--- config.mk ---
export PLATFORM = sky130hd
export DESIGN_NAME = page_buffer_pool_replacement_flat
export DESIGN_NICKNAME = d
export VERILOG_FILES = /design/src/rtl/core/bpr_pkg.sv /design/src/rtl/core/bpr_if.sv /design/src/rtl/core/bpr_frame_table.sv /design/src/rtl/core/page_buffer_pool_replacement.sv /design/src/flat_wrapper.sv
export SDC_FILE = /design/constraint.sdc
export NUM_CORES = 1
export LEC_CHECK = 0
export BUFFER_PORTS_ARGS = -buffer_cell sky130_fd_sc_hd__buf_2
export CAP_MARGIN = 5
export CELL_PAD_IN_SITES_DETAIL_PLACEMENT = 2
export CELL_PAD_IN_SITES_GLOBAL_PLACEMENT = 2
export CORE_ASPECT_RATIO = 0.75
export CORE_MARGIN = 8
export CORE_UTILIZATION = 25
export CTS_CLUSTER_DIAMETER = 150
export DETAILED_ROUTE_END_ITERATION = 12
export PLACE_DENSITY_LB_ADDON = 0.1
export SYNTH_ARGS = -nofsm -noshare
export SYNTH_HDL_FRONTEND = slang
export SYNTH_SLANG_ARGS = --single-unit
--- constraint.sdc ---
create_clock -name i_clk -period 23.9 [get_ports i_clk]
set_input_delay 1.195 -clock i_clk [delete_from_list [all_inputs] [get_ports i_clk]]
set_output_delay 1.195 -clock i_clk [all_outputs]
set_load 0.05 [all_outputs]
--- src/rtl/core/bpr_pkg.sv ---
// ----------------------------------------------------------------------------
// bpr_pkg
// Shared types, sizes and codes of the page buffer pool replacement block.
// ----------------------------------------------------------------------------
package bpr_pkg;

    localparam int NUM_FRAMES = 8;
    localparam int PAGE_BITS  = 20;
    localparam int FRAME_BITS = (NUM_FRAMES > 1) ? $clog2(NUM_FRAMES) : 1;
    localparam int FILL_BITS  = $clog2(NUM_FRAMES + 1);
    localparam int PIN_BITS   = 8;
    localparam int CNT_BITS   = 32;

    localparam logic [FRAME_BITS-1:0] LAST_FRAME = FRAME_BITS'(NUM_FRAMES - 1);
    localparam logic [FILL_BITS-1:0]  FULL_FILL  = FILL_BITS'(NUM_FRAMES);
    localparam logic [PIN_BITS-1:0]   PIN_MAX    = {PIN_BITS{1'b1}};

    typedef enum logic [2:0] {
        OP_PIN      = 3'd0,
        OP_UNPIN    = 3'd1,
        OP_DIRTY    = 3'd2,
        OP_FORCE    = 3'd3,
        OP_FLUSH    = 3'd4,
        OP_SHUTDOWN = 3'd5
    } t_op;

    typedef enum logic [1:0] {
        KIND_DONE  = 2'd0,
        KIND_FETCH = 2'd1,
        KIND_WB    = 2'd2
    } t_kind;

    typedef enum logic [1:0] {
        ST_OK   = 2'd0,
        ST_MISS = 2'd1,
        ST_FULL = 2'd2
    } t_status;

    // write command into the frame table
    typedef struct packed {
        logic [FRAME_BITS-1:0] idx;
        logic                  pins_we;
        logic [PIN_BITS-1:0]   pins;
        logic                  dirty_we;
        logic                  dirty;
        logic                  install;
        logic [PAGE_BITS-1:0]  page;
        logic                  touch;
        logic [FRAME_BITS-1:0] rank;
        logic                  clear;
    } t_ft_cmd;

    // one frame as read from the table
    typedef struct packed {
        logic                  valid;
        logic [PAGE_BITS-1:0]  page;
        logic                  dirty;
        logic [PIN_BITS-1:0]   pins;
        logic [FRAME_BITS-1:0] rank;
    } t_ft_rd;

    typedef struct packed {
        logic [1:0]            kind;
        logic [PAGE_BITS-1:0]  page;
        logic [FRAME_BITS-1:0] frame;
        logic [1:0]            status;
        logic [PIN_BITS-1:0]   pins;
        logic [CNT_BITS-1:0]   reads;
        logic [CNT_BITS-1:0]   writes;
        logic                  last;
    } t_result;

    function automatic logic [FRAME_BITS-1:0] frame_inc(input logic [FRAME_BITS-1:0] x);
        return (x == LAST_FRAME) ? '0 : x + 1'b1;
    endfunction

endpackage

--- src/rtl/core/bpr_if.sv ---
// ----------------------------------------------------------------------------
// bpr_if
// Handshake channels of the page buffer pool replacement block.
// ----------------------------------------------------------------------------
interface bpr_in_if;
    logic                          valid;
    logic                          ready;
    logic [2:0]                    operation;
    logic [bpr_pkg::PAGE_BITS-1:0] page_number;

    modport source (output valid, output operation, output page_number, input ready);
    modport sink   (input valid, input operation, input page_number, output ready);
endinterface

interface bpr_out_if;
    logic                           valid;
    logic                           ready;
    logic [1:0]                     result_kind;
    logic [bpr_pkg::PAGE_BITS-1:0]  result_page;
    logic [bpr_pkg::FRAME_BITS-1:0] result_frame;
    logic [1:0]                     status;
    logic [bpr_pkg::PIN_BITS-1:0]   pin_count;
    logic [bpr_pkg::CNT_BITS-1:0]   reads_total;
    logic [bpr_pkg::CNT_BITS-1:0]   writes_total;
    logic                           last;

    modport source (output valid, output result_kind, output result_page,
                    output result_frame, output status, output pin_count,
                    output reads_total, output writes_total, output last, input ready);
    modport sink   (input valid, input result_kind, input result_page,
                    input result_frame, input status, input pin_count,
                    input reads_total, input writes_total, input last, output ready);
endinterface

interface bpr_cfg_if;
    logic valid;
    logic ready;
    logic replacement_mode;

    modport source (output valid, output replacement_mode, input ready);
    modport sink   (input valid, input replacement_mode, output ready);
endinterface

--- src/rtl/core/bpr_frame_table.sv ---
// ----------------------------------------------------------------------------
// bpr_frame_table
// Per-frame page, valid, dirty, pin count and recency rank, one read port.
// ----------------------------------------------------------------------------
module bpr_frame_table (
    input  logic                            i_clk,
    input  logic                            i_rst_n,
    input  bpr_pkg::t_ft_cmd                i_cmd,
    input  logic [bpr_pkg::FRAME_BITS-1:0]  i_rd_idx,
    output bpr_pkg::t_ft_rd                 o_rd
);
    import bpr_pkg::*;

    logic [PAGE_BITS-1:0]  r_page  [NUM_FRAMES];
    logic                  r_valid [NUM_FRAMES];
    logic                  r_dirty [NUM_FRAMES];
    logic [PIN_BITS-1:0]   r_pins  [NUM_FRAMES];
    logic [FRAME_BITS-1:0] r_rank  [NUM_FRAMES];

    always_ff @(posedge i_clk) begin
        for (int i = 0; i < NUM_FRAMES; i++) begin
            if (!i_rst_n || i_cmd.clear) begin
                r_page[i]  <= '0;
                r_valid[i] <= 1'b0;
                r_dirty[i] <= 1'b0;
                r_pins[i]  <= '0;
                r_rank[i]  <= FRAME_BITS'(i);
            end else begin
                if (i_cmd.idx == FRAME_BITS'(i)) begin
                    if (i_cmd.pins_we) begin
                        r_pins[i] <= i_cmd.pins;
                    end
                    if (i_cmd.dirty_we) begin
                        r_dirty[i] <= i_cmd.dirty;
                    end
                    if (i_cmd.install) begin
                        r_page[i]  <= i_cmd.page;
                        r_valid[i] <= 1'b1;
                        r_dirty[i] <= 1'b0;
                    end
                end
                // frames more recent than the touched one age by one
                if (i_cmd.touch) begin
                    if (i_cmd.idx == FRAME_BITS'(i)) begin
                        r_rank[i] <= '0;
                    end else if (r_rank[i] < i_cmd.rank) begin
                        r_rank[i] <= r_rank[i] + 1'b1;
                    end
                end
            end
        end
    end

    assign o_rd.valid = r_valid[i_rd_idx];
    assign o_rd.page  = r_page[i_rd_idx];
    assign o_rd.dirty = r_dirty[i_rd_idx];
    assign o_rd.pins  = r_pins[i_rd_idx];
    assign o_rd.rank  = r_rank[i_rd_idx];

endmodule

--- src/rtl/core/page_buffer_pool_replacement.sv ---
// ----------------------------------------------------------------------------
// page_buffer_pool_replacement
// Frame table sequencer: lookup, victim search, write back and fetch requests.
// ----------------------------------------------------------------------------
//  channel   dir  payload                                        handshake
//  i_in      in   operation, page_number                         valid/ready
//  o_out     out  kind, page, frame, status, pins, totals, last  valid/ready
//  i_cfg     in   replacement_mode                               valid/ready
//
//  one frame is examined per cycle through the single table read port; a flush
//  holds on a frame that needs write back while o_out stalls
//  i_in.ready is high only while the sequencer is idle; results leave through
//  one output register, so a stalled sink holds the sequencer
//  synchronous active-low reset empties the pool and clears the counters
module page_buffer_pool_replacement (
    input  logic       i_clk,
    input  logic       i_rst_n,
    bpr_in_if.sink     i_in,
    bpr_out_if.source  o_out,
    bpr_cfg_if.sink    i_cfg
);
    import bpr_pkg::*;

    typedef enum logic [3:0] {
        S_IDLE, S_SCAN, S_HIT, S_HIT_DONE, S_MISS, S_FIFO, S_LRU, S_FULL,
        S_NR, S_VWB, S_FETCH, S_PIN_DONE, S_SHUT_CHK, S_FLUSH, S_FL_END
    } t_state;

    t_state                r_state, n_state;
    logic [2:0]            r_op;
    logic [PAGE_BITS-1:0]  r_page;
    logic [FRAME_BITS-1:0] r_idx, n_idx;
    logic [FRAME_BITS-1:0] r_cnt, n_cnt;
    logic                  r_found, n_found;
    logic [FRAME_BITS-1:0] r_best_rank, n_best_rank;
    logic [FRAME_BITS-1:0] r_best_idx, n_best_idx;
    logic [CNT_BITS-1:0]   r_reads, n_reads;
    logic [CNT_BITS-1:0]   r_writes, n_writes;
    logic [FILL_BITS-1:0]  r_fill, n_fill;
    logic [FRAME_BITS-1:0] r_ptr, n_ptr;
    logic                  r_mode;
    logic                  r_out_valid;
    t_result               r_res, res;
    logic                  emit;
    logic                  slot;
    logic                  take;
    logic                  need_wb;
    t_ft_cmd               cmd;
    t_ft_rd                rd;

    bpr_frame_table u_table (
        .i_clk    (i_clk),
        .i_rst_n  (i_rst_n),
        .i_cmd    (cmd),
        .i_rd_idx (r_idx),
        .o_rd     (rd)
    );

    assign slot        = !r_out_valid || o_out.ready;
    assign i_in.ready  = (r_state == S_IDLE);
    assign i_cfg.ready = 1'b1;

    assign take    = (rd.pins == '0) && (!r_found || (rd.rank > r_best_rank));
    assign need_wb = rd.valid && (rd.pins == '0) && rd.dirty;

    always_comb begin
        n_state     = r_state;
        n_idx       = r_idx;
        n_cnt       = r_cnt;
        n_found     = r_found;
        n_best_rank = r_best_rank;
        n_best_idx  = r_best_idx;
        n_reads     = r_reads;
        n_writes    = r_writes;
        n_fill      = r_fill;
        n_ptr       = r_ptr;
        cmd         = '0;
        cmd.idx     = r_idx;
        emit        = 1'b0;
        res         = '0;
        res.kind    = KIND_DONE;
        res.status  = ST_OK;

        unique case (r_state)
            S_IDLE: begin
                if (i_in.valid) begin
                    n_idx = '0;
                    case (i_in.operation) inside
                        OP_PIN, OP_UNPIN, OP_DIRTY, OP_FORCE: n_state = S_SCAN;
                        OP_FLUSH:                             n_state = S_FLUSH;
                        OP_SHUTDOWN:                          n_state = S_SHUT_CHK;
                        default:                              n_state = S_IDLE;
                    endcase
                end
            end
            S_SCAN: begin
                if (rd.valid && (rd.page == r_page)) begin
                    n_state = S_HIT;
                end else if (r_idx == LAST_FRAME) begin
                    n_state = (r_op == OP_PIN) ? S_MISS : S_NR;
                end else begin
                    n_idx = r_idx + 1'b1;
                end
            end
            S_HIT: begin
                if (slot) begin
                    emit      = 1'b1;
                    res.page  = r_page;
                    res.frame = r_idx;
                    res.pins  = rd.pins;
                    res.last  = 1'b1;
                    n_state   = S_IDLE;
                    case (r_op)
                        OP_PIN: begin
                            cmd.pins_we = 1'b1;
                            cmd.pins    = (rd.pins == PIN_MAX) ? rd.pins : rd.pins + 1'b1;
                            cmd.touch   = 1'b1;
                            cmd.rank    = rd.rank;
                            res.pins    = cmd.pins;
                        end
                        OP_UNPIN: begin
                            cmd.pins_we = 1'b1;
                            cmd.pins    = (rd.pins == '0) ? rd.pins : rd.pins - 1'b1;
                            res.pins    = cmd.pins;
                        end
                        OP_DIRTY: begin
                            cmd.dirty_we = 1'b1;
                            cmd.dirty    = 1'b1;
                        end
                        default: begin
                            // force: write back first, completion follows
                            res.kind     = KIND_WB;
                            res.page     = rd.page;
                            res.last     = 1'b0;
                            n_writes     = r_writes + 1'b1;
                            cmd.dirty_we = 1'b1;
                            cmd.dirty    = 1'b0;
                            n_state      = S_HIT_DONE;
                        end
                    endcase
                end
            end
            S_HIT_DONE: begin
                if (slot) begin
                    emit      = 1'b1;
                    res.page  = r_page;
                    res.frame = r_idx;
                    res.pins  = rd.pins;
                    res.last  = 1'b1;
                    n_state   = S_IDLE;
                end
            end
            S_MISS: begin
                if (r_fill < FULL_FILL) begin
                    n_idx   = r_fill[FRAME_BITS-1:0];
                    n_state = S_VWB;
                end else if (r_mode) begin
                    n_idx   = '0;
                    n_found = 1'b0;
                    n_state = S_LRU;
                end else begin
                    n_idx   = r_ptr;
                    n_cnt   = '0;
                    n_state = S_FIFO;
                end
            end
            S_FIFO: begin
                if (rd.pins == '0) begin
                    n_state = S_VWB;
                end else if (r_cnt == LAST_FRAME) begin
                    n_state = S_FULL;
                end else begin
                    n_idx = frame_inc(r_idx);
                    n_cnt = r_cnt + 1'b1;
                end
            end
            S_LRU: begin
                if (take) begin
                    n_found     = 1'b1;
                    n_best_rank = rd.rank;
                    n_best_idx  = r_idx;
                end
                if (r_idx == LAST_FRAME) begin
                    if (r_found || take) begin
                        n_idx   = take ? r_idx : r_best_idx;
                        n_state = S_VWB;
                    end else begin
                        n_state = S_FULL;
                    end
                end else begin
                    n_idx = r_idx + 1'b1;
                end
            end
            S_FULL: begin
                if (slot) begin
                    emit       = 1'b1;
                    res.page   = r_page;
                    res.status = ST_FULL;
                    res.last   = 1'b1;
                    n_state    = S_IDLE;
                end
            end
            S_NR: begin
                if (slot) begin
                    emit       = 1'b1;
                    res.page   = (r_op == OP_SHUTDOWN) ? '0 : r_page;
                    res.status = ST_MISS;
                    res.last   = 1'b1;
                    n_state    = S_IDLE;
                end
            end
            S_VWB: begin
                if (rd.valid && rd.dirty) begin
                    if (slot) begin
                        emit         = 1'b1;
                        res.kind     = KIND_WB;
                        res.page     = rd.page;
                        res.frame    = r_idx;
                        res.pins     = rd.pins;
                        n_writes     = r_writes + 1'b1;
                        cmd.dirty_we = 1'b1;
                        cmd.dirty    = 1'b0;
                        n_state      = S_FETCH;
                    end
                end else begin
                    n_state = S_FETCH;
                end
            end
            S_FETCH: begin
                if (slot) begin
                    emit        = 1'b1;
                    res.kind    = KIND_FETCH;
                    res.page    = r_page;
                    res.frame   = r_idx;
                    res.pins    = PIN_BITS'(1);
                    n_reads     = r_reads + 1'b1;
                    cmd.install = 1'b1;
                    cmd.page    = r_page;
                    cmd.pins_we = 1'b1;
                    cmd.pins    = PIN_BITS'(1);
                    cmd.touch   = 1'b1;
                    cmd.rank    = rd.rank;
                    n_ptr       = frame_inc(r_ptr);
                    if (r_fill < FULL_FILL) begin
                        n_fill = r_fill + 1'b1;
                    end
                    n_state = S_PIN_DONE;
                end
            end
            S_PIN_DONE: begin
                if (slot) begin
                    emit      = 1'b1;
                    res.page  = r_page;
                    res.frame = r_idx;
                    res.pins  = PIN_BITS'(1);
                    res.last  = 1'b1;
                    n_state   = S_IDLE;
                end
            end
            S_SHUT_CHK: begin
                if (rd.valid && (rd.pins != '0)) begin
                    n_state = S_NR;
                end else if (r_idx == LAST_FRAME) begin
                    n_idx   = '0;
                    n_state = S_FLUSH;
                end else begin
                    n_idx = r_idx + 1'b1;
                end
            end
            S_FLUSH: begin
                if (!need_wb || slot) begin
                    if (need_wb) begin
                        emit         = 1'b1;
                        res.kind     = KIND_WB;
                        res.page     = rd.page;
                        res.frame    = r_idx;
                        res.pins     = rd.pins;
                        n_writes     = r_writes + 1'b1;
                        cmd.dirty_we = 1'b1;
                        cmd.dirty    = 1'b0;
                    end
                    if (r_idx == LAST_FRAME) begin
                        n_state = S_FL_END;
                    end else begin
                        n_idx = r_idx + 1'b1;
                    end
                end
            end
            S_FL_END: begin
                if (slot) begin
                    emit     = 1'b1;
                    res.last = 1'b1;
                    n_state  = S_IDLE;
                    if (r_op == OP_SHUTDOWN) begin
                        cmd.clear = 1'b1;
                        n_fill    = '0;
                        n_ptr     = '0;
                    end
                end
            end
            default: n_state = S_IDLE;
        endcase

        res.reads  = n_reads;
        res.writes = n_writes;
    end

    always_ff @(posedge i_clk) begin
        if (!i_rst_n) begin
            r_state     <= S_IDLE;
            r_idx       <= '0;
            r_cnt       <= '0;
            r_found     <= 1'b0;
            r_best_rank <= '0;
            r_best_idx  <= '0;
            r_reads     <= '0;
            r_writes    <= '0;
            r_fill      <= '0;
            r_ptr       <= '0;
            r_mode      <= 1'b0;
            r_out_valid <= 1'b0;
        end else begin
            r_state     <= n_state;
            r_idx       <= n_idx;
            r_cnt       <= n_cnt;
            r_found     <= n_found;
            r_best_rank <= n_best_rank;
            r_best_idx  <= n_best_idx;
            r_reads     <= n_reads;
            r_writes    <= n_writes;
            r_fill      <= n_fill;
            r_ptr       <= n_ptr;
            if (i_cfg.valid) begin
                r_mode <= i_cfg.replacement_mode;
            end
            if (emit) begin
                r_out_valid <= 1'b1;
            end else if (o_out.ready) begin
                r_out_valid <= 1'b0;
            end
        end
        if (i_in.valid && i_in.ready) begin
            r_op   <= i_in.operation;
            r_page <= i_in.page_number;
        end
        if (emit) begin
            r_res <= res;
        end
    end

    assign o_out.valid        = r_out_valid;
    assign o_out.result_kind  = r_res.kind;
    assign o_out.result_page  = r_res.page;
    assign o_out.result_frame = r_res.frame;
    assign o_out.status       = r_res.status;
    assign o_out.pin_count    = r_res.pins;
    assign o_out.reads_total  = r_res.reads;
    assign o_out.writes_total = r_res.writes;
    assign o_out.last         = r_res.last;

    a_fill_bound: assert property (@(posedge i_clk) disable iff (!i_rst_n)
        r_fill <= FULL_FILL)
        else $error("fill count beyond frame count");

    a_fetch_shape: assert property (@(posedge i_clk) disable iff (!i_rst_n)
        (r_out_valid && (r_res.kind == KIND_FETCH)) |->
            ((r_res.pins == PIN_BITS'(1)) && (r_res.status == ST_OK) && !r_res.last))
        else $error("malformed fetch request");

    a_fetch_count: assert property (@(posedge i_clk) disable iff (!i_rst_n)
        (emit && (res.kind == KIND_FETCH)) |=> (r_reads == $past(r_reads) + 1'b1))
        else $error("fetch issued without read count step");

    a_no_emit_idle: assert property (@(posedge i_clk) disable iff (!i_rst_n)
        (r_state == S_IDLE) |-> !emit)
        else $error("result produced while idle");

endmodule

--- src/flat_wrapper.sv ---
// flat-port wrapper written by rule: the top's interface ports become plain ports
module page_buffer_pool_replacement_flat import bpr_pkg::*;
  (i_clk, i_rst_n, i_in_valid, i_in_operation, i_in_page_number, i_in_ready, o_out_valid, o_out_result_kind, o_out_result_page, o_out_result_frame, o_out_status, o_out_pin_count, o_out_reads_total, o_out_writes_total, o_out_last, o_out_ready, i_cfg_valid, i_cfg_replacement_mode, i_cfg_ready);
  bpr_in_if i_in_i ();
  bpr_out_if o_out_i ();
  bpr_cfg_if i_cfg_i ();
  input  logic i_clk;
  input  logic i_rst_n;
  input wire logic [$bits(i_in_i.valid)-1:0] i_in_valid;
  input wire logic [$bits(i_in_i.operation)-1:0] i_in_operation;
  input wire logic [$bits(i_in_i.page_number)-1:0] i_in_page_number;
  output wire logic [$bits(i_in_i.ready)-1:0] i_in_ready;
  output wire logic [$bits(o_out_i.valid)-1:0] o_out_valid;
  output wire logic [$bits(o_out_i.result_kind)-1:0] o_out_result_kind;
  output wire logic [$bits(o_out_i.result_page)-1:0] o_out_result_page;
  output wire logic [$bits(o_out_i.result_frame)-1:0] o_out_result_frame;
  output wire logic [$bits(o_out_i.status)-1:0] o_out_status;
  output wire logic [$bits(o_out_i.pin_count)-1:0] o_out_pin_count;
  output wire logic [$bits(o_out_i.reads_total)-1:0] o_out_reads_total;
  output wire logic [$bits(o_out_i.writes_total)-1:0] o_out_writes_total;
  output wire logic [$bits(o_out_i.last)-1:0] o_out_last;
  input wire logic [$bits(o_out_i.ready)-1:0] o_out_ready;
  input wire logic [$bits(i_cfg_i.valid)-1:0] i_cfg_valid;
  input wire logic [$bits(i_cfg_i.replacement_mode)-1:0] i_cfg_replacement_mode;
  output wire logic [$bits(i_cfg_i.ready)-1:0] i_cfg_ready;
  assign i_in_i.valid = i_in_valid;
  assign i_in_i.operation = i_in_operation;
  assign i_in_i.page_number = i_in_page_number;
  assign i_in_ready = i_in_i.ready;
  assign o_out_valid = o_out_i.valid;
  assign o_out_result_kind = o_out_i.result_kind;
  assign o_out_result_page = o_out_i.result_page;
  assign o_out_result_frame = o_out_i.result_frame;
  assign o_out_status = o_out_i.status;
  assign o_out_pin_count = o_out_i.pin_count;
  assign o_out_reads_total = o_out_i.reads_total;
  assign o_out_writes_total = o_out_i.writes_total;
  assign o_out_last = o_out_i.last;
  assign o_out_i.ready = o_out_ready;
  assign i_cfg_i.valid = i_cfg_valid;
  assign i_cfg_i.replacement_mode = i_cfg_replacement_mode;
  assign i_cfg_ready = i_cfg_i.ready;
  page_buffer_pool_replacement u_core (.i_clk(i_clk), .i_rst_n(i_rst_n), .i_in(i_in_i), .o_out(o_out_i), .i_cfg(i_cfg_i));
endmodule
==> results of run 1 <==
power by group:
group	switching, W	internal, W	leakage [nW]
registers	0.0000515	0.000986	4.59
clock network	0.000376	0.000456	0.851
logic	0.000350	0.000112	4.09
worst max path at each step:
stage | start | end | slack (ps) | cells past startpoint
6_report | register | u_core.o_out.reads_total[8] | 18070 | 9
5_1_grt | register | u_core.o_out.reads_total[8] | 17620 | 9
4_1_cts | register | u_core.o_out.reads_total[8] | 17880 | 9
3_5_place_dp | register | u_core.o_out.reads_total[14] | 17870 | 9
3_3_place_gp | register | u_core.o_out.reads_total[6] | 18100 | 9
2_1_floorplan | register | u_core.o_out.last | 16020 | 10
final cells by class:
| cell class | instances | area, µm² | area share |
|---|---|---|---|
| antenna | 3 | 7.51 | 0.000280 |
| multi-input combinational | 1219 | 8950 | 0.334 |
| timing repair buffer | 173 | 973 | 0.0363 |
| inverter | 33 | 124 | 0.00462 |
| sequential | 480 | 13500 | 0.503 |
| tap | 1225 | 1530 | 0.0572 |
| clock buffer | 66 | 1440 | 0.0537 |
| clock inverter | 39 | 309 | 0.0115 |
flip-flops by register name (all words and copies together), names as in the netlist, 8 cells and up, named ones only:
name	cells
u_core.u_table.r_pins	64
u_core.o_out.reads_total	32
u_core.o_out.pin_count	8
u_core.r_page	20
u_core.u_table.r_rank	24
u_core.o_out.result_page	20
u_core.o_out.writes_total	32
u_core.r_writes	32
u_core.u_table.r_page	160
u_core.u_table.r_dirty	8
u_core.u_table.r_valid	8
u_core.r_reads	32
critical path: stages, from the launching register on:
cell and delay, ps:
dfxtp_4 720, buf_4 610, mux4_1 680, mux2i_2 540, nand2_2 240, o31ai_4 280
nand2_1 150, a21oi_4 900, buf_4 550, buf_4 610
per-layer routing:
| layer | GRT usage | share of wire | up-vias | routed length [µm] |
|---|---|---|---|---|
| li1 | - | - | 7027 | - |
| met1 | 0.214 | 0.50 | 8048 | 38900 |
| met2 | 0.231 | 0.44 | 202 | 34100 |
| met3 | 0.0237 | 0.034 | 86 | 2630 |
| met4 | 0.0359 | 0.021 | 0 | 1650 |
| met5 | 0 | 0 | - | 0 |
cells by family (layout without fill, tap and decap cells):
group | after synthesis | in the layout | share of synthesized area
fa+ha+maj | 44 | 44 | 0.0239
simple gates | 716 | 716 | 0.164
mux | 134 | 134 | 0.0936
compound gates | 231 | 231 | 0.0692
xor+xnor | 93 | 93 | 0.0354
flops | 480 | 480 | 0.585
other cells | 1 | 4 | 0.000163
buf+inv | 145 | 311 | 0.0288
layout by cell type (no fill, tap or decap), drive strengths merged, types with 6 or more instances in the layout:
cell type,count
buf,173
nor2,166
o22ai,15
and3,34
o211ai,8
dfxtp,94
a211oi,6
xnor2,42
a21oi,34
nand2,134
nand2b,24
mux4,55
nand3,54
edfxtp,386
inv,34
clkinv,32
clkbuf,66
mux2,24
nand4,20
a31oi,11
or3,8
o21bai,9
o22a,6
and2,204
a22oi,16
nor4,8
o21ai,72
nor2b,9
mux2i,55
o31ai,7
nor3,32
xor2,51
ha,44
per-stage QoR:
step                       util  total power, W
after detailed placement  0.274         0.00153
after global routing      0.293         0.00244
after global placement    0.274         0.00152
final                     0.293         0.00233
after CTS                 0.293         0.00238
after floorplan               -         0.00137
==> results.py, run 1 <==
metrics = {
    "clocking": {
        "clk_pin_slew_worst_paths_ps": 60,
        "cts.sinks": 480,
        "post_cts_buffers": 0,
        "root_buffer": "clkbuf_16",
        "clk_latency_ps": 650,
        "cts_tree": "done",
        "cts_resized": 0,
        "cts_buffers": 56,
        "cts_buffer_depth": 3,
        "cts_hold_buf": 0,
        "htreeDepth": 2,
    },
    "sta": {
        "clock_skew_ps": 37.9,
        "relSlewSlack": 0.123,
        "tightest_slew_ps": 1280,
        "rsz0062_at_grt": "no",
        "fin_hold_ws_ps": 471,
        "fmax_ghz": 0.171,
        "layout_min_cycle_time_ps": 5830,
        "layout_setup_ws_ps": 18070,
        "fin_crit_sh": 0.244,
        "hold_violations": 0,
        "tns_ps": 0,
        "slew_violations": 0,
        "finalSetupViolations": 0,
    },
    "worst_hold_path": {
        "min_from": "u_core.r_best_idx[1]",
        "whs_path_depth": 2,
        "hold_class": "reg2reg",
        "hold_path_end": "u_core.r_best_idx[1]",
    },
    "finish": {
        "final_nets": 2036,
        "drive_above_1_share": 0.184,
        "fin_cells": 3238,
        "n_fill_cell": 9688,
        "area_growth_pct": 16.5,
        "fin_area_um2": 26800,
    },
    "routing": {
        "num_vias": 15400,
        "wl_per_cell_um": 23.9,
        "drtIter0Drc": 856,
        "routed_wl_um": 77300,
        "drcViolationCount": 0,
        "avgViaCountPerCell": 4.74,
        "dr.pass1.iters": 5,
        "drtAntennaViolNets": 0,
    },
    "setup_path": {
        "r2r_end": "u_core.o_out.reads_total[8]",
        "cp-end-kind": "register",
        "reg2regPathDepth": 9,
        "crit_required_ps": 24160,
        "crit_arrival_ps": 6090,
        "cp-start-kind": "register",
        "worstPathMaxFanout": 49,
        "r2r_slack_ps": 18070,
        "critical_path_class": "reg2reg",
    },
    "synthesis": {
        "ys_seq_area_frac": 0.585,
        "synth_edf_count": 386,
        "ys_warn_count": 0,
        "synth-seq-cells": 480,
        "syn-num-nets": 1917,
        "yosys-top-cells-count": "edfxtp_1 (386), and2_1 (203), nor2_1 (166)",
        "synthArstFlopShare": 0,
        "avgSynthCellArea_um2": 12.5,
        "synth.cell_area_um2": 23000,
        "netlist.area_leader.share": 0.504,
        "synth.distinct_cells": 90,
        "synth-main-ff-cell": "edfxtp_1",
        "yosysMostFrequentCell": "edfxtp_1",
        "syn_inst": 1844,
        "synthTopCellsByArea": "edfxtp_1 (50%), dfxtp_1 (8.2%), and2_1 (5.5%)",
        "yosys.area.top_type": "edfxtp_1",
    },
    "floorplan": {
        "die_x_um": 366,
        "row_count": 96,
        "io-pin-count": 132,
        "die-area_um2": 102000,
        "core_area_um2": 91400,
        "initial_core_util": 0.252,
        "die_h_um": 279,
    },
    "place": {
        "gp_congestion": 0.767,
        "io_buffers": 130,
        "place_area_um2": 25100,
        "dp_hpwl_um": 52700,
        "pre_cts_ws_ps": 17870,
        "place_inst": 3130,
    },
    "pwr": {
        "power.density_nw_per_um2": 86.9,
        "p_leak_nw": 9.53,
        "ir_drop_mv": 0.0538,
    },
    "global_route": {
        "grt-ovfl-total": 0,
        "antenna_found_initial": 2,
        "grt_pass1_vias": 16800,
        "grt_max_degree": 81,
        "grt_usage": 0.148,
        "grt_pass1_wl_um": 115000,
    },
    "flow_run": {
        "cap_violations": 0,
    },
    "run_status": {
        "outcome": "finished, final reports clean",
    },
}
(Power assumes the default switching activity.)
==> run 2: changes to the inputs <==
- clock period: 23.9 -> 5.6 ns (I/O delays scaled with it)
==> results.py, run 2 (synthesis results as in run 1) <==
metrics = {
    "sta": {
        "layout_min_cycle_time_ps": 4780,
        "tns_ps": 0,
        "relSlewSlack": 0.179,
        "fin_crit_sh": 0.853,
        "layout_setup_ws_ps": 823,
        "tightest_slew_ps": 1200,
        "hold_violations": 0,
        "clock_skew_ps": 19.1,
        "slew_violations": 0,
        "fmax_ghz": 0.209,
        "rsz0062_at_grt": "no",
        "finalSetupViolations": 0,
    },
    "setup_path": {
        "cpPeakStageDelay_ps": 770,
        "cp_common_cell": "o21ai_0",
        "reg2regPathDepth": 12,
        "crit_arrival_ps": 5270,
        "critical_path.cell_chain": "buf_12 -> mux4_2 -> mux2_2 -> ha_1 -> nand3_1 -> o21ai_0 -> o21ai_0 -> nor4b_4 -> mux2i_1 -> a21oi_1 -> o21ai_0 -> mux2i_1",
        "crit_slowest_cell": "nor4b_4",
        "cp.depth": 12,
        "critical_path_class": "reg2reg",
        "cp-start-kind": "register",
        "r2r_slack_ps": 820,
        "cp-end-kind": "register",
        "crit_required_ps": 6100,
        "worstPathMaxFanout": 34,
        "crit_buf_inv": 1,
        "crit_family": "compound AO/OA/AOI/OAI gates",
    },
    "clocking": {
        "clk_pin_slew_worst_paths_ps": 60,
        "clk_latency_ps": 640,
        "htreeDepth": 2,
        "cts_buffer_depth": 3,
        "cts.sinks": 480,
        "root_buffer": "clkbuf_16",
        "cts_tree": "done",
        "cts_buffers": 55,
    },
    "global_route": {
        "grt_usage": 0.150,
        "grt-ovfl-total": 0,
        "grt_pass1_wl_um": 117000,
        "grt_pass1_vias": 17000,
        "antenna_found_initial": 3,
        "grt_max_degree": 53,
    },
    "pwr": {
        "power.density_nw_per_um2": 370,
        "p_leak_nw": 9.70,
        "ir_drop_mv": 0.207,
    },
    "worst_hold_path": {
        "hold_class": "in2reg",
        "min_from": "i_in_valid",
    },
    "routing": {
        "drtIter0Drc": 994,
        "drtAntennaViolNets": 0,
        "drcViolationCount": 0,
        "wl_per_cell_um": 24.1,
        "avgViaCountPerCell": 4.75,
        "routed_wl_um": 78800,
        "dr.pass1.iters": 5,
        "num_vias": 15500,
    },
    "place": {
        "pre_cts_ws_ps": 892,
        "gp_congestion": 0.756,
        "dp_hpwl_um": 53600,
        "place_area_um2": 25200,
        "io_buffers": 130,
    },
    "finish": {
        "largest_register_ffs": 160,
        "n_fill_cell": 9646,
        "final_common_cell": "edfxtp_1",
        "fin_area_um2": 27200,
        "area_growth_pct": 18.1,
        "final_nets": 2070,
        "drive_above_1_share": 0.182,
        "final_cell_mix": "edfxtp_1 (386), and2_1 (203), nor2_1 (166), nand2_1 (132), buf_2 (130)",
        "regMostFlops": "u_core.u_table.r_page",
        "top_regs": "u_core.u_table.r_page x160, u_core.u_table.r_pins x64",
    },
    "floorplan": {
        "die-area_um2": 102000,
        "core_area_um2": 91400,
        "row_count": 96,
        "io-pin-count": 132,
        "die_x_um": 366,
        "initial_core_util": 0.252,
        "die_h_um": 279,
    },
    "flow_run": {
        "cap_violations": 0,
    },
    "run_status": {
        "outcome": "finished, final reports clean",
    },
}
[run 2: power by group]
part           switching (W)  total, W  internal (W)  leakage (nW)
Combinational        0.00148   0.00199      0.000513          4.25
Sequential          0.000231   0.00444       0.00420          4.59
Clock                0.00157   0.00362       0.00205         0.856
Total                0.00329    0.0101       0.00677          9.70
[run 2: metal layers]
layer	vias up	part of all wire	global-route usage
met5	-	0	0
met4	0	0.017	0.0311
met3	72	0.030	0.0204
met2	210	0.45	0.237
met1	8177	0.51	0.220
li1	7070	-	-
[run 2: per-stage QoR]
| stage | util | total power, W | std cells | hold WS [ps] |
|---|---|---|---|---|
| after floorplan | - | 0.00579 | 1844 | 379 |
| after global placement | 0.275 | 0.00651 | 3140 | 446 |
| after detailed placement | 0.275 | 0.00654 | 3140 | 460 |
| after CTS | 0.297 | 0.0102 | 3269 | 133 |
| after global routing | 0.297 | 0.0105 | 3269 | 165 |
| final | 0.298 | 0.0101 | 3271 | 180 |
[run 2: worst reg2reg max path, stage by stage, from the launching register on]
cell	delay (ps)
dfxtp_4	750
buf_12	360
mux4_2	410
mux2_2	310
ha_1	310
nand3_1	80
o21ai_0	80
o21ai_0	710
nor4b_4	770
mux2i_1	280
a21oi_1	80
o21ai_0	330
mux2i_1	160
[run 2: timing repair]
action	4_1_cts	5_1_grt
endpoints found under the hold margin	24	0
buffers inserted	0	0
gates resized for setup	0	0
hold buffers	25	0
[run 2: cell type report]
| cell class | instances | area, µm² | share of cell area |
|---|---|---|---|
| Clock inverter | 21 | 221 | 0.00814 |
| Tap cell | 1225 | 1530 | 0.0564 |
| Multi-Input combinational cell | 1219 | 8950 | 0.329 |
| Antenna cell | 2 | 5.00 | 0.000184 |
| Clock buffer | 83 | 1540 | 0.0567 |
| Inverter | 33 | 124 | 0.00455 |
| Timing Repair Buffer | 208 | 1340 | 0.0491 |
| Sequential cell | 480 | 13500 | 0.496 |
[run 2: worst min-delay path by stage]
stage | end | slack (ps) | depth (start not counted)
finish | u_core.r_state[0] | 180 | 4
global route | u_core.r_state[0] | 170 | 4
CTS | u_core.r_state[0] | 130 | 4
detailed placement | u_core.r_page[8] | 460 | 1
global placement | u_core.r_best_idx[2] | 450 | 2
floorplan | u_core.r_op[0] | 380 | 0
==> run 3: changes to the inputs <==
- MAX_ROUTING_LAYER: not set -> met4
- clock period: 5.6 -> 4.2 ns (I/O delays scaled with it)
==> results.py, run 3 (synthesis results as in run 1) <==
metrics = {
    "sta": {
        "layout_min_cycle_time_ps": 4020,
        "fin_crit_sh": 0.958,
        "relSlewSlack": 0.212,
        "tightest_slew_ps": 1180,
        "tns_ps": 0,
        "clock_skew_ps": 25.0,
        "finalSetupViolations": 0,
        "hold_violations": 0,
        "rsz0062_at_grt": "no",
        "slew_violations": 0,
        "fmax_ghz": 0.249,
    },
    "finish": {
        "top_regs": "u_core.u_table.r_page x160, u_core.u_table.r_pins x64",
        "final_cell_mix": "edfxtp_1 (386), and2_1 (203), nor2_1 (166), nand2_1 (131), buf_2 (130)",
        "final_nets": 2119,
        "final_common_cell": "edfxtp_1",
        "area_growth_pct": 19.9,
        "drive_above_1_share": 0.206,
        "fin_cells": 3317,
        "regMostFlops": "u_core.u_table.r_page",
        "largest_register_ffs": 160,
    },
    "setup_path": {
        "crit_slowest_cell": "dfxtp_4",
        "crit_family": "multiplexers",
        "worstPathMaxFanout": 18,
        "crit_arrival_ps": 4490,
        "crit_required_ps": 4670,
        "critical_path.cell_chain": "buf_12 -> buf_4 -> mux4_2 -> mux2_2 -> ha_1 -> nand3_1 -> o21ai_0 -> o21ai_0 -> nor4b_4 -> mux2i_1 -> a21oi_1 -> o21ai_0 -> mux2i_1",
        "critical_path_class": "reg2reg",
        "cp-end-kind": "register",
        "cp_common_cell": "o21ai_0",
        "crit_buf_inv": 2,
        "cpPeakStageDelay_ps": 530,
        "cp-start-kind": "register",
    },
    "pwr": {
        "power.density_nw_per_um2": 487,
        "p_leak_nw": 9.96,
        "finalPower_w": 0.0134,
        "ir_drop_mv": 0.302,
    },
    "global_route": {
        "grt_pass1_wl_um": 119000,
        "grt_pass1_vias": 16900,
        "antenna_found_initial": 2,
        "grt_usage": 0.157,
        "grt_max_degree": 88,
        "grt-ovfl-total": 0,
    },
    "routing": {
        "wl_per_cell_um": 24.1,
        "dr.pass1.iters": 5,
        "num_vias": 15600,
        "drcViolationCount": 0,
        "avgViaCountPerCell": 4.70,
        "drtIter0Drc": 831,
        "routed_wl_um": 79800,
        "drtAntennaViolNets": 0,
    },
    "place": {
        "gp_congestion": 0.807,
        "io_buffers": 130,
        "dp_hpwl_um": 55400,
        "place_inst": 3189,
    },
    "clocking": {
        "clk_latency_ps": 630,
        "cts_tree": "done",
        "cts.sinks": 480,
        "cts_buffer_depth": 3,
        "htreeDepth": 2,
        "cts_buffers": 54,
        "root_buffer": "clkbuf_16",
        "cts_resized": 0,
        "clk_pin_slew_worst_paths_ps": 60,
    },
    "flow_run": {
        "cap_violations": 0,
    },
    "floorplan": {
        "core_area_um2": 91400,
        "row_count": 96,
        "initial_core_util": 0.252,
        "die-area_um2": 102000,
        "die_h_um": 279,
        "die_x_um": 366,
        "io-pin-count": 132,
    },
    "run_status": {
        "outcome": "finished, final reports clean",
    },
    "worst_hold_path": {
        "hold_class": "in2reg",
    },
}
## run 3: per-layer routing
metal  vias to the layer above  track usage  wire length [µm]
met5                         -            -                 0
met4                         0       0.0348              1490
met3                        77       0.0197              2290
met2                       190        0.241             35900
met1                      8173        0.223             40200
li1                       7153            -                 -
## run 3: report_power, final
part / internal (W) / switching (W)
Clock: 0.00268 / 0.00206
Combinational: 0.000738 / 0.00206
Sequential: 0.00561 / 0.000287
## run 3: cell type report
cell class	count	area, µm²
fillers	9616	63800
flip-flops and latches	480	13500
multi-input cells	1219	8990
repair buffers	258	1750
well taps	1225	1530
clock buffers	72	1490
clock inverters	29	239
inverters	33	124
diodes	1	2.50
## run 3: worst paths after layout
check                             start                     to  slack (ps)  cells past startpoint
setup reg to reg               register               register         180                     13
hold reg to reg   u_core.r_best_rank[0]  u_core.r_best_rank[0]         460                      2
hold / removal                  i_rst_n       u_core.r_fill[2]         110                      4
setup / recovery               register               register         180                     13
## run 3: per-stage QoR
stage          hold WS (ps)   util  area (µm²)  setup slack [ps]
6_report                111  0.302       27600               178
5_1_grt                98.1  0.302       27600            0.0928
4_1_cts                56.4  0.302       27600               170
3_5_place_dp            390  0.280       25600               245
3_3_place_gp            386  0.280       25600               273
2_1_floorplan           309      -       23100             -51.0
## run 3: timing repair
action                     in CTS  in global routing
hold buffers                   26                  0
setup endpoints to repair       0                  0
hold endpoints to repair       26                  0
buffers inserted                0                  0
## run 3: worst register-to-register path: stages (launching register included)
cell and delay (ps):
dfxtp_4 530, buf_12 250, buf_4 300, mux4_2 370, mux2_2 330, ha_1 330
nand3_1 90, o21ai_0 70, o21ai_0 340, nor4b_4 440, mux2i_1 230, a21oi_1 80
o21ai_0 330, mux2i_1 170
